==> config.mk <==
export PLATFORM = sky130hd
export DESIGN_NAME = unsorted_array_key_value_table_top
export DESIGN_NICKNAME = d
export VERILOG_FILES = /design/src/rtl/uavkv_pkg.sv /design/src/rtl/uavkv_dp.sv /design/src/rtl/uavkv_ctrl.sv /design/src/rtl/unsorted_array_key_value_table_top.sv
export SDC_FILE = /design/constraint.sdc
export NUM_CORES = 1
export LEC_CHECK = 0
export BUFFER_PORTS_ARGS = -buffer_cell sky130_fd_sc_hd__buf_2
export CAP_MARGIN = 20
export CORE_MARGIN = 8
export CORE_UTILIZATION = 64
export CTS_BUF_LIST = sky130_fd_sc_hd__clkbuf_8
export CTS_CLUSTER_DIAMETER = 100
export DETAILED_ROUTE_END_ITERATION = 8
export GPL_TIMING_DRIVEN = 0
export PLACE_DENSITY = 0.82
export SLEW_MARGIN = 20
export SYNTH_ARGS = -nofsm -noshare
export SYNTH_HDL_FRONTEND = slang
export SYNTH_SLANG_ARGS = --single-unit
==> constraint.sdc <==
create_clock -name i_clk -period 5.84 [get_ports i_clk]
set_input_delay 0.292 -clock i_clk [delete_from_list [all_inputs] [get_ports i_clk]]
set_output_delay 0.292 -clock i_clk [all_outputs]
set_load 0.05 [all_outputs]
==> src/rtl/uavkv_pkg.sv <==
// shared types and constants for the unsorted key-value table
package uavkv_pkg;

    localparam int DATA_W = 32;

    // request codes
    localparam logic [1:0] REQ_INSERT = 2'd0;
    localparam logic [1:0] REQ_LOOKUP = 2'd1;
    localparam logic [1:0] REQ_REMOVE = 2'd2;
    localparam logic [1:0] REQ_NOP    = 2'd3;

    // register select, taken from paddr bit 2
    localparam logic REG_ABSENT = 1'b0;

    typedef enum logic [2:0] {
        ST_IDLE,
        ST_SCAN,
        ST_SHIFT,
        ST_MISS,
        ST_DONE
    } t_state;

    typedef struct packed {
        logic load;
        logic rd_en;
        logic cap_hit;
        logic wr_hit;
        logic shift_wr;
        logic append;
        logic dec;
        logic reject;
        logic emit;
    } t_dp_cmd;

    typedef struct packed {
        logic       dv;
        logic       match;
        logic       last;
        logic       more;
        logic       full;
        logic       empty;
        logic [1:0] req;
    } t_dp_sts;

endpackage

==> src/rtl/uavkv_dp.sv <==
// datapath: key and value memories, scan pointer, entry count and result registers
module uavkv_dp
    import uavkv_pkg::*;
#(
    parameter int DEPTH = 16
) (
    input  logic                      i_clk,
    input  logic                      i_rst_n,
    input  t_dp_cmd                   i_cmd,
    output t_dp_sts                   o_sts,
    input  logic [1:0]                i_req_type,
    input  logic [DATA_W-1:0]         i_key,
    input  logic [DATA_W-1:0]         i_value,
    input  logic [DATA_W-1:0]         i_absent,
    output logic                      o_strobe,
    output logic signed [DATA_W-1:0]  o_result_value,
    output logic                      o_hit,
    output logic                      o_full_reject,
    output logic [4:0]                o_entry_count,
    output logic                      o_is_empty
);

    localparam int IDX_W = $clog2(DEPTH);
    localparam int CNT_W = $clog2(DEPTH + 1);
    localparam int EXT_W = (CNT_W > 5) ? CNT_W : 5;

    logic [DATA_W-1:0] key_mem [DEPTH];
    logic [DATA_W-1:0] val_mem [DEPTH];

    logic [1:0]        r_req;
    logic [DATA_W-1:0] r_key;
    logic [DATA_W-1:0] r_val;
    logic [CNT_W-1:0]  r_count;
    logic [CNT_W-1:0]  r_rd_addr;
    logic              r_dv;
    logic [IDX_W-1:0]  r_d_idx;
    logic [DATA_W-1:0] r_mkey;
    logic [DATA_W-1:0] r_mval;
    logic [DATA_W-1:0] r_old;
    logic              r_hit;
    logic              r_reject;

    logic              key_we;
    logic              val_we;
    logic [IDX_W-1:0]  wr_addr;
    logic [DATA_W-1:0] wr_key;
    logic [DATA_W-1:0] wr_val;
    logic [EXT_W-1:0]  cnt_ext;

    assign cnt_ext = EXT_W'(r_count);

    // status toward the controller
    always_comb begin
        o_sts.dv    = r_dv;
        o_sts.match = r_dv && (r_mkey == r_key);
        o_sts.last  = (CNT_W'(r_d_idx) + CNT_W'(1)) == r_count;
        o_sts.more  = r_rd_addr < r_count;
        o_sts.full  = r_count == CNT_W'(DEPTH);
        o_sts.empty = r_count == '0;
        o_sts.req   = r_req;
    end

    // single write port: update in place, shift down by one, or append
    always_comb begin
        key_we  = i_cmd.shift_wr || i_cmd.append;
        val_we  = i_cmd.shift_wr || i_cmd.append || i_cmd.wr_hit;
        wr_addr = r_d_idx;
        wr_key  = r_key;
        wr_val  = r_val;
        if (i_cmd.shift_wr) begin
            wr_addr = r_d_idx - IDX_W'(1);
            wr_key  = r_mkey;
            wr_val  = r_mval;
        end else if (i_cmd.append) begin
            wr_addr = r_count[IDX_W-1:0];
        end
    end

    always_ff @(posedge i_clk) begin
        if (key_we) begin
            key_mem[wr_addr] <= wr_key;
        end
        if (val_we) begin
            val_mem[wr_addr] <= wr_val;
        end
        if (i_cmd.rd_en) begin
            r_mkey  <= key_mem[r_rd_addr[IDX_W-1:0]];
            r_mval  <= val_mem[r_rd_addr[IDX_W-1:0]];
            r_d_idx <= r_rd_addr[IDX_W-1:0];
        end
    end

    always_ff @(posedge i_clk) begin
        if (!i_rst_n) begin
            r_count  <= '0;
            r_dv     <= 1'b0;
            o_strobe <= 1'b0;
        end else begin
            r_dv     <= i_cmd.rd_en;
            o_strobe <= i_cmd.emit;
            if (i_cmd.append) begin
                r_count <= r_count + CNT_W'(1);
            end else if (i_cmd.dec) begin
                r_count <= r_count - CNT_W'(1);
            end
        end
    end

    always_ff @(posedge i_clk) begin
        if (i_cmd.load) begin
            r_req     <= i_req_type;
            r_key     <= i_key;
            r_val     <= i_value;
            r_rd_addr <= '0;
            r_hit     <= 1'b0;
            r_reject  <= 1'b0;
        end else if (i_cmd.rd_en) begin
            r_rd_addr <= r_rd_addr + CNT_W'(1);
        end
        if (i_cmd.cap_hit) begin
            r_old <= r_mval;
            r_hit <= 1'b1;
        end
        if (i_cmd.reject) begin
            r_reject <= 1'b1;
        end
        if (i_cmd.emit) begin
            o_result_value <= r_hit ? r_old : i_absent;
            o_hit          <= r_hit;
            o_full_reject  <= r_reject;
            o_entry_count  <= cnt_ext[4:0];
            o_is_empty     <= r_count == '0;
        end
    end

endmodule

==> src/rtl/uavkv_ctrl.sv <==
// controller: sequences scan, shift-down, append and result for each request
module uavkv_ctrl
    import uavkv_pkg::*;
(
    input  logic       i_clk,
    input  logic       i_rst_n,
    input  logic       i_start,
    input  logic [1:0] i_req_type,
    input  t_dp_sts    i_sts,
    output t_dp_cmd    o_cmd,
    output logic       o_busy
);

    t_state r_state;
    t_state n_state;

    always_ff @(posedge i_clk) begin
        if (!i_rst_n) begin
            r_state <= ST_IDLE;
        end else begin
            r_state <= n_state;
        end
    end

    always_comb begin
        n_state = r_state;
        o_cmd   = '0;
        o_busy  = 1'b1;
        case (r_state)
            ST_IDLE: begin
                o_busy = 1'b0;
                if (i_start) begin
                    o_cmd.load = 1'b1;
                    if (i_req_type == REQ_NOP) begin
                        n_state = ST_DONE;
                    end else if (i_sts.empty) begin
                        n_state = ST_MISS;
                    end else begin
                        n_state = ST_SCAN;
                    end
                end
            end
            ST_SCAN: begin
                // reads run one entry ahead of the compare
                o_cmd.rd_en = i_sts.more;
                if (i_sts.match) begin
                    o_cmd.cap_hit = 1'b1;
                    case (i_sts.req)
                        REQ_INSERT: begin
                            o_cmd.wr_hit = 1'b1;
                            n_state      = ST_DONE;
                        end
                        REQ_REMOVE: begin
                            if (i_sts.last) begin
                                o_cmd.dec = 1'b1;
                                n_state   = ST_DONE;
                            end else begin
                                n_state = ST_SHIFT;
                            end
                        end
                        default: begin
                            n_state = ST_DONE;
                        end
                    endcase
                end else if (i_sts.dv && i_sts.last) begin
                    n_state = ST_MISS;
                end
            end
            ST_SHIFT: begin
                // each entry read moves down one place
                o_cmd.rd_en = i_sts.more;
                if (i_sts.dv) begin
                    o_cmd.shift_wr = 1'b1;
                    if (i_sts.last) begin
                        o_cmd.dec = 1'b1;
                        n_state   = ST_DONE;
                    end
                end
            end
            ST_MISS: begin
                if (i_sts.req == REQ_INSERT) begin
                    if (i_sts.full) begin
                        o_cmd.reject = 1'b1;
                    end else begin
                        o_cmd.append = 1'b1;
                    end
                end
                n_state = ST_DONE;
            end
            ST_DONE: begin
                o_cmd.emit = 1'b1;
                n_state    = ST_IDLE;
            end
            default: begin
                n_state = ST_IDLE;
            end
        endcase
    end

endmodule

==> src/rtl/unsorted_array_key_value_table_top.sv <==
// unsorted key-value table: config register, controller and memory datapath
// a hit at position p ends the scan there, a miss compares all N entries held, and a remove
// hit then shifts the later entries down; an empty table skips the scan, an unused code does no work;
// the single read port of the key memory scans and shifts one entry per cycle.
// a new word is taken in the cycle its predecessor's result strobe shows; no output stall.
// synchronous reset empties the table and clears absent_value; no clearing pass.
module unsorted_array_key_value_table_top
    import uavkv_pkg::*;
#(
    parameter int DEPTH = 16
) (
    input  logic                      i_clk,
    input  logic                      i_rst_n,
    input  logic                      start,
    output logic                      busy,
    input  logic [1:0]                i_req_type,
    input  logic signed [DATA_W-1:0]  i_key,
    input  logic signed [DATA_W-1:0]  i_value,
    output logic                      o_strobe,
    output logic signed [DATA_W-1:0]  o_result_value,
    output logic                      o_hit,
    output logic                      o_full_reject,
    output logic [4:0]                o_entry_count,
    output logic                      o_is_empty,
    input  logic                      psel,
    input  logic                      penable,
    input  logic                      pwrite,
    input  logic [2:0]                paddr,
    input  logic [31:0]               pwdata,
    output logic [31:0]               prdata,
    output logic                      pready
);

    logic [DATA_W-1:0] r_absent;
    t_dp_cmd           cmd;
    t_dp_sts           sts;

    assign pready = 1'b1;
    assign prdata = (paddr[2] == REG_ABSENT) ? r_absent : '0;

    always_ff @(posedge i_clk) begin
        if (!i_rst_n) begin
            r_absent <= '0;
        end else if (psel && penable && pwrite && pready && (paddr[2] == REG_ABSENT)) begin
            r_absent <= pwdata;
        end
    end

    uavkv_ctrl u_ctrl (
        .i_clk      (i_clk),
        .i_rst_n    (i_rst_n),
        .i_start    (start),
        .i_req_type (i_req_type),
        .i_sts      (sts),
        .o_cmd      (cmd),
        .o_busy     (busy)
    );

    uavkv_dp #(
        .DEPTH (DEPTH)
    ) u_dp (
        .i_clk          (i_clk),
        .i_rst_n        (i_rst_n),
        .i_cmd          (cmd),
        .o_sts          (sts),
        .i_req_type     (i_req_type),
        .i_key          (i_key),
        .i_value        (i_value),
        .i_absent       (r_absent),
        .o_strobe       (o_strobe),
        .o_result_value (o_result_value),
        .o_hit          (o_hit),
        .o_full_reject  (o_full_reject),
        .o_entry_count  (o_entry_count),
        .o_is_empty     (o_is_empty)
    );

    a_strobe_single: assert property (@(posedge i_clk) disable iff (!i_rst_n)
        o_strobe |=> !o_strobe)
        else $error("result strobe held for more than one cycle");

    a_accept_busy: assert property (@(posedge i_clk) disable iff (!i_rst_n)
        (start && !busy) |=> busy)
        else $error("accepted word did not raise busy");

    a_reject_no_hit: assert property (@(posedge i_clk) disable iff (!i_rst_n)
        (o_strobe && o_full_reject) |-> !o_hit)
        else $error("full reject reported together with a hit");

    a_empty_count: assert property (@(posedge i_clk) disable iff (!i_rst_n)
        (o_strobe && o_is_empty) |-> (o_entry_count == 5'd0))
        else $error("empty flag with nonzero entry count");

    a_count_bound: assert property (@(posedge i_clk) disable iff (!i_rst_n)
        !(sts.full && cmd.append))
        else $error("append into a full table");

endmodule

==> run metrics, run 1 <==
pin count of the biggest net entering global routing 36; initial core utilization 64.54%; number of nets at the end of the flow 2938; signal arrival time at the worst endpoint 5750 ps; FF-to-FF path depth 9; portion of synthesized cell area occupied by the leading cell type between 70% and 80%; final weighted congestion in routability-driven placement 0.8311; global-route layer with the greatest usage met2; count of antenna-violating nets left after detailed routing 0; Setup crit end kind register; clock buffers created by TritonCTS 188; DRC marker count from the first detailed-route iteration roughly 4900; number of port buffers 178; Die Area roughly 86000 um2; total I/O pin count approximately 180; number of setup buffers added after CTS 0; Reg-to-Reg End u_dp.val_mem[7][10]; number of sinks driven by the clock tree 1279; number of maximum-capacitance constraint violations 0; number of logic stages on the critical path including buffering 9; count of placed standard cells including taps about 3600; Synth Flop Type sky130_fd_sc_hd__edfxtp_1; highest cell delay on the worst timing path about 1000 ps; crit start category register; setup repair after global routing missed its margin false; Die Wd between 200 and 300 um; clock latency on the worst-skew pair slightly below 900 ps; maximum clock skew at final layout 62.08 ps; Synth area leader sky130_fd_sc_hd__edfxtp_1; total count of max-transition violations in the final report 0; nets in the synthesized netlist 2363; worst-margin pin slew 1177 ps; layout cells sized above 1 33.21%; power per cell area 321.7 nW/um2; Final Power 18.49 mW; via count of the first global-routing pass between 20000 and 30000; Remaining DRCs 0; portion of the post-synthesis area used by sequential elements 77.36%; Comb pwr share 5.5%; minimum period implied by the final worst setup slack 5214 ps; remaining max-slew budget at the tightest pin between 20% and 30%; gate family responsible for the most delay along the worst path simple AND/OR/NAND/NOR gates; Worst Path Max Fanout 9; category of the critical setup timing path reg -> reg; share of total power consumed by net switching 24.01%; hold_sp i_key[27]; Clock Root Buffer sky130_fd_sc_hd__clkbuf_8; Pleak 18.71 nW; required time of the critical path between 6000 and 7000 ps; CORE AREA 75950 um2; GRT Util Overall 32.06%; Netlist Area Pre-Place roughly 50000 um2; buffer and inverter count on the worst path 2; count of instances resized after the clock tree is built 0; first-pass GRT wire length 195.2 mm; depth of the CTS H-tree 4; Global Route met1 Usage approximately two fifths; Final Cycle Share 89.28%; run status complete, no violations; via-per-instance ratio between 6 and 7; count of filler cells inserted in the layout ~3600; via count 27770; routed wirelength normalized by instance count approximately 35 um; number of instances in the synthesized netlist 2245; floorplan row count 101; number of standard cells in the final layout excluding fillers 4010; Hold Path Depth 2; net load switching power roughly 4.4 mW; share of total power in the clock network between 30% and 40%; Worst Setup Slack post-DPL 1138 ps; global route overflow 0; top-count cell post-synth sky130_fd_sc_hd__edfxtp_1; post-synthesis average cell area 21.83 um2; Final Hold Fails 0; number of search-and-repair iterations in the first detailed-routing pass 6; destination of the worst hold path u_dp.r_key[27]; TritonCTS clock tree built; ranking of synthesized cells by area sky130_fd_sc_hd__edfxtp_1 (75%), sky130_fd_sc_hd__mux4_2 (15%), sky130_fd_sc_hd__dfxtp_1 (2.0%), sky130_fd_sc_hd__nand2_1 (1.4%), sky130_fd_sc_hd__mux2_2 (1.4%); beginning of the worst register-to-register path u_dp.r_mkey[6]; hold buffer count at CTS 100; Yosys reg bits 1279; share of synthesized flip-flops with an asynchronous set or reset 0%; slowest cell on the critical path sky130_fd_sc_hd__nor3_1; half-perimeter wire length of the detailed placement result 81.62 mm; final design utilization 75.66%; DIE HEIGHT between 200 and 300 um; Routed Wire Length 138.5 mm; sequence of cells on the critical path xnor2_1 -> nand4_1 -> nor3_1 -> nand4_1 -> nor4_4 -> nor2_1 -> nor3_2 -> buf_4 -> buf_4; total negative slack 0 ps; Max Clock Freq around 190 MHz; post-synth cell types 66; VDD IR-drop max 0.2764 mV; Area Growth Syn to Fin 17.24%; Yosys warning count 0; reg-to-reg setup timing slack 630 ps; buffer levels on the longest clock path 3; sequential power share between 50 and 60%; CTS clk-pin slew, worst paths 70 ps; initial antenna violation count 6; global routing met2 resource utilization 53.17%; Post-synth top cells sky130_fd_sc_hd__edfxtp_1 (1230), sky130_fd_sc_hd__mux4_2 (320), sky130_fd_sc_hd__nand2_1 (184); Pint 14.05 mW; minimum setup slack in the final design 626.3 ps; total of endpoints with negative setup slack in the final report 0; number of enable flip-flop cells after synthesis 1230; met3 global-route usage a little under 9%; worst hold-check path type in -> reg
==> cells by family (layout without fill, tap and decap cells) <==
family / Yosys count / count (layout) / share of synthesized area [%]
compound gates: 81 / 81 / 1.315
xor+xnor: 35 / 35 / 0.6254
fa+ha+maj: 11 / 11 / 0.2961
buf+inv: 129 / 859 / 1.113
flops: 1279 / 1279 / 77.36
mux: 387 / 387 / 16.24
other cells: 1 / 6 / 0.007651
simple gates: 322 / 322 / 3.051
==> cell usage in the layout, fill, tap and decap left out, drive strengths merged, types with 4 or more instances in the layout <==
master and count:
ha 10, nand2 185, nand3 11, nand4 8, a21boi 32, mux4 320, a21o 5, clkinv 66
nor2 31, nor2b 34, dfxtp 49, mux2i 6, nor3 22, mux2 61, dlygate4sd3 100, nand2b 13
edfxtp 1230, clkbuf 267, diode 5, buf 324, o21ai 14, xor2 4, bufinv 5, nor4 4
xnor2 31, a21oi 9, inv 94
==> cell type report <==
type | count | area [um2] | share of cell area (%)
Sequential cell | 1279 | 37920 | 65.98
Multi-Input combinational cell | 837 | 10780 | 18.76
Timing Repair Buffer | 385 | 3393 | 5.905
Clock buffer | 192 | 2643 | 4.599
Tap cell | 1030 | 1289 | 2.243
Clock inverter | 153 | 872.1 | 1.518
Buffer | 114 | 496.7 | 0.8644
Inverter | 15 | 63.81 | 0.1110
Antenna cell | 5 | 12.51 | 0.02177
==> metal layers <==
metal	share of wire [%]	vias to the layer above	wire [um]
li1	-	10420	-
met4	6.0	4	8247
met5	0.019	-	27
met2	49	2903	68330
met3	13	627	18620
met1	31	13820	43320
==> power by group through the flow <==
stage | clock network [mW] | logic [mW] | registers [mW]
after floorplan | 0 | 0.451 | 10.8
after CTS | 6.80 | 0.970 | 10.6
after global routing | 7.27 | 1.05 | 10.6
after global placement | 0 | 0.801 | 10.8
final | 6.89 | 1.02 | 10.6
after detailed placement | 0 | 0.912 | 10.8
==> worst reg2reg max path: stages, from the launching register on <==
cell and delay, ps:
sky130_fd_sc_hd__edfxtp_1 450, sky130_fd_sc_hd__xnor2_1 520, sky130_fd_sc_hd__nand4_1 220, sky130_fd_sc_hd__nor3_1 990, sky130_fd_sc_hd__nand4_1 540, sky130_fd_sc_hd__nor4_4 530
sky130_fd_sc_hd__nor2_1 280, sky130_fd_sc_hd__nor3_2 780, sky130_fd_sc_hd__buf_4 340, sky130_fd_sc_hd__buf_4 240
==> worst max-delay path by stage <==
| stage | endpoint | start |
|---|---|---|
| finish | u_dp.val_mem[7][10] | u_dp.r_mkey[6] |
| global route | u_dp.val_mem[7][7] | u_dp.r_mkey[6] |
| CTS | u_dp.val_mem[14][7] | u_dp.r_key[8] |
| detailed placement | u_dp.val_mem[14][8] | u_dp.r_key[8] |
| global placement | u_dp.val_mem[7][9] | u_dp.r_key[6] |
| floorplan | u_dp.key_mem[0][0] | u_ctrl.r_state[2] |
==> state kept, by name, indices dropped and copies added (netlist names), 32 cells and up <==
| name | flops |
|---|---|
| u_dp.r_key | 32 |
| u_dp.r_mkey | 32 |
| u_dp.val_mem | 512 |
| u_dp.r_mval | 32 |
| u_dp.r_val | 32 |
| u_dp.r_old | 32 |
| r_absent | 32 |
| u_dp.key_mem | 512 |
| u_dp.o_result_value | 32 |
==> through the flow <==
| step | hold WS (ps) | cell area [um2] |
|---|---|---|
| CTS | 85.35 | 57430 |
| global route | 115.9 | 57460 |
| global placement | 423.9 | 51190 |
| floorplan | 390.9 | 49010 |
| detailed placement | 432.7 | 52910 |
| finish | 148.0 | 57460 |
Note: power is estimated with default switching activity, not from simulation.
==> run 2: changes to the inputs <==
==> constraint.sdc (replaced) <==
create_clock -name i_clk -period 5.1 [get_ports i_clk]
set_input_delay 0.255 -clock i_clk [delete_from_list [all_inputs] [get_ports i_clk]]
set_output_delay 0.255 -clock i_clk [all_outputs]
set_load 0.05 [all_outputs]
==> run 2 against run 1 <==
Against the previous run:
- non-clock buffer count unchanged
- critical path depth did not move
- routed wire length hardly changed
- fmax is 7.3% higher
- critical path type unchanged
- highest routed layer unchanged
==> run metrics, run 2 (synthesis results as in run 1) <==
run status complete, no violations; number of nets at the end of the flow 2938 (unchanged); total cell area at the placement stage 52910 um2 (unchanged); Final Hold Fails 0 (unchanged); remaining max-slew budget at the tightest pin 20.00% (-0.94 points); initial antenna violation count 6 (unchanged); final design utilization 75.67% (about the same); Pleak 18.71 nW (about the same); clock buffers created by TritonCTS 188 (unchanged); maximum clock skew at final layout 58.88 ps (-3.199 ps); minimum period implied by the final worst setup slack 4858 ps (-355.3 ps); reg-to-reg setup timing slack 240 ps (-380 ps); highest cell delay on the worst timing path 860 ps (-120 ps); buffer levels on the longest clock path 3 (unchanged); first-pass GRT wire length 195.2 mm (unchanged); clock latency on the worst-skew pair 890 ps (about the same); FF-to-FF path depth 9 (unchanged); global route overflow 0 (unchanged); number of sinks driven by the clock tree 1279 (unchanged); Final Cycle Share 95.26% (+6.0 points); most frequent cells in the layout sky130_fd_sc_hd__edfxtp_1 (1230), sky130_fd_sc_hd__mux4_2 (320), sky130_fd_sc_hd__buf_2 (208); via-per-instance ratio 6.928 (about the same); half-perimeter wire length of the detailed placement result 81.62 mm (unchanged); Reg-to-Reg End u_dp.val_mem[7][10]; CTS clk-pin slew, worst paths 70 ps (about the same); layout cells sized above 1 33.24% (+0.034 points); worst hold-check path type in -> reg; Max Clock Freq 205.8 MHz (+7.3%); Routed Wire Length 138.6 mm (about the same); category of the critical setup timing path reg -> reg; sequential power share 57.1% (about the same); required time of the critical path 5640 ps (-740 ps); hold_sp i_key[27]; gate family responsible for the most delay along the worst path simple AND/OR/NAND/NOR gates; post-route cell area 57470 um2 (about the same); CORE AREA 75950 um2 (unchanged); DIE HEIGHT 292.7 um (unchanged); count of filler cells inserted in the layout 3590 (-0.056%); Die Wd 292.7 um (unchanged); final weighted congestion in routability-driven placement 0.8311 (unchanged); routed wirelength normalized by instance count 34.57 um (about the same); area used by sequential logic in the layout 37920 um2 (unchanged); total count of max-transition violations in the final report 0 (unchanged); share of total power consumed by net switching 24.09% (+0.073 points); DRC marker count from the first detailed-route iteration 4676 (-5.4%); total of endpoints with negative setup slack in the final report 0 (unchanged); worst hold slack 103.8 ps (-44.19 ps); floorplan row count 101 (unchanged); depth of the CTS H-tree 4 (unchanged); Setup crit end kind register; Worst Path Max Fanout 9 (unchanged); total negative slack 0 ps (unchanged); crit start category register; power per cell area 368.7 nW/um2 (+15%); initial core utilization 64.54% (unchanged); TritonCTS clock tree built; Clock Root Buffer sky130_fd_sc_hd__clkbuf_8; Hold Path Depth 2 (unchanged); most common cell after layout, fill and taps aside sky130_fd_sc_hd__edfxtp_1; Pint 16.08 mW (+15%); total I/O pin count 182 (unchanged); Comb pwr share 5.5% (about the same); via count 27780 (+0.043%); number of search-and-repair iterations in the first detailed-routing pass 8 (+2); largest registers ranked by flip-flop count u_dp.key_mem (512), u_dp.val_mem (512); number of port buffers 178 (unchanged); footprint of the multi-input gates 10780 um2 (about the same); via count of the first global-routing pass 28550 (unchanged); buffer and inverter count on the worst path 2 (unchanged); Die Area 85700 um2 (unchanged); Final Power 21.19 mW (+15%); share of total power in the clock network 37.3% (about the same); slowest cell on the critical path sky130_fd_sc_hd__nor4_1; signal arrival time at the worst endpoint 5400 ps (-350 ps); pin count of the biggest net entering global routing 36 (unchanged); beginning of the worst register-to-register path u_dp.r_key[2]; destination of the worst hold path u_dp.r_key[27]; VDD IR-drop max 0.3167 mV (+15%); worst-margin pin slew 1192 ps (+15.09 ps); GRT Util Overall 32.06% (unchanged); net load switching power 5.103 mW (+15%); number of setup buffers added after CTS 0 (unchanged); Area Growth Syn to Fin 17.25% (about the same); Remaining DRCs 0 (unchanged); sequence of cells on the critical path xnor2_1 -> nand4_1 -> nor4_1 -> nand4_1 -> nor4_4 -> nor2_1 -> nor3_2 -> buf_4 -> buf_4; number of maximum-capacitance constraint violations 0 (unchanged); count of antenna-violating nets left after detailed routing 0 (unchanged); setup repair after global routing missed its margin false
## run 2: cell count changes in the layout (fill, tap and decap cells not counted)
| cell | change |
|---|---|
| sky130_fd_sc_hd__nor3_2 | +1 |
| sky130_fd_sc_hd__nor3_1 | -1 |
## run 2: final cells by class
class                           instances  area share, %
Tap cell                             1030          2.242
Sequential cell                      1279          65.98
Timing Repair Buffer                  385          5.904
Clock inverter                        153          1.517
Inverter                               15         0.1110
Antenna cell                            5        0.02177
Multi-Input combinational cell        837          18.76
Buffer                                114         0.8643
Clock buffer                          192          4.598
## run 2: worst register-to-register path, stage by stage (launching register included)
cell and delay (ps):
sky130_fd_sc_hd__edfxtp_1 460, sky130_fd_sc_hd__xnor2_1 370, sky130_fd_sc_hd__nand4_1 230, sky130_fd_sc_hd__nor4_1 860, sky130_fd_sc_hd__nand4_1 480, sky130_fd_sc_hd__nor4_4 510, sky130_fd_sc_hd__nor2_1 280, sky130_fd_sc_hd__nor3_2 760
sky130_fd_sc_hd__buf_4 340, sky130_fd_sc_hd__buf_4 240
## run 2: power groups by stage
stage | Clock [mW] | Combinational, mW | Sequential, mW
after CTS | 7.78 | 1.11 | 12.1
final | 7.91 | 1.17 | 12.1
after global routing | 8.32 | 1.21 | 12.1
after detailed placement | 0 | 1.04 | 12.3
after floorplan | 0 | 0.516 | 12.4
after global placement | 0 | 0.918 | 12.3
## run 2: worst max path at each step
stage	from	end	slack [ps]	depth (start not counted)
after floorplan	u_ctrl.r_state[2]	u_dp.key_mem[0][0]	580	8
after global placement	u_dp.r_key[6]	u_dp.val_mem[7][9]	-2920	7
after detailed placement	u_dp.r_key[8]	u_dp.val_mem[14][8]	400	9
after CTS	u_dp.r_key[8]	u_dp.val_mem[14][7]	290	9
after global routing	u_dp.r_mkey[6]	u_dp.val_mem[7][7]	340	9
final	u_dp.r_key[2]	u_dp.val_mem[7][10]	240	9
## run 2: metrics by stage
step	cells	setup WS, ps
floorplan	2245	582.0
global placement	3453	-2923
detailed placement	3559	397.5
CTS	4004	291.9
global route	4007	343.2
finish	4010	241.7
## run 2: routing by layer
layer	vias up	wire length, um	track usage, %
li1	10420	-	-
met1	13880	43720	38.88
met2	2858	68380	53.17
met3	626	18100	8.661
met4	4	8401	16.60
met5	-	27	0
## run 2: repair_timing
| item | CTS | global route |
|---|---|---|
| resized for setup | 0 | 1 |
| endpoints found under the hold margin | 103 | 0 |
| endpoints found under the setup margin | 0 | 27 |
| hold buffers | 100 | 0 |
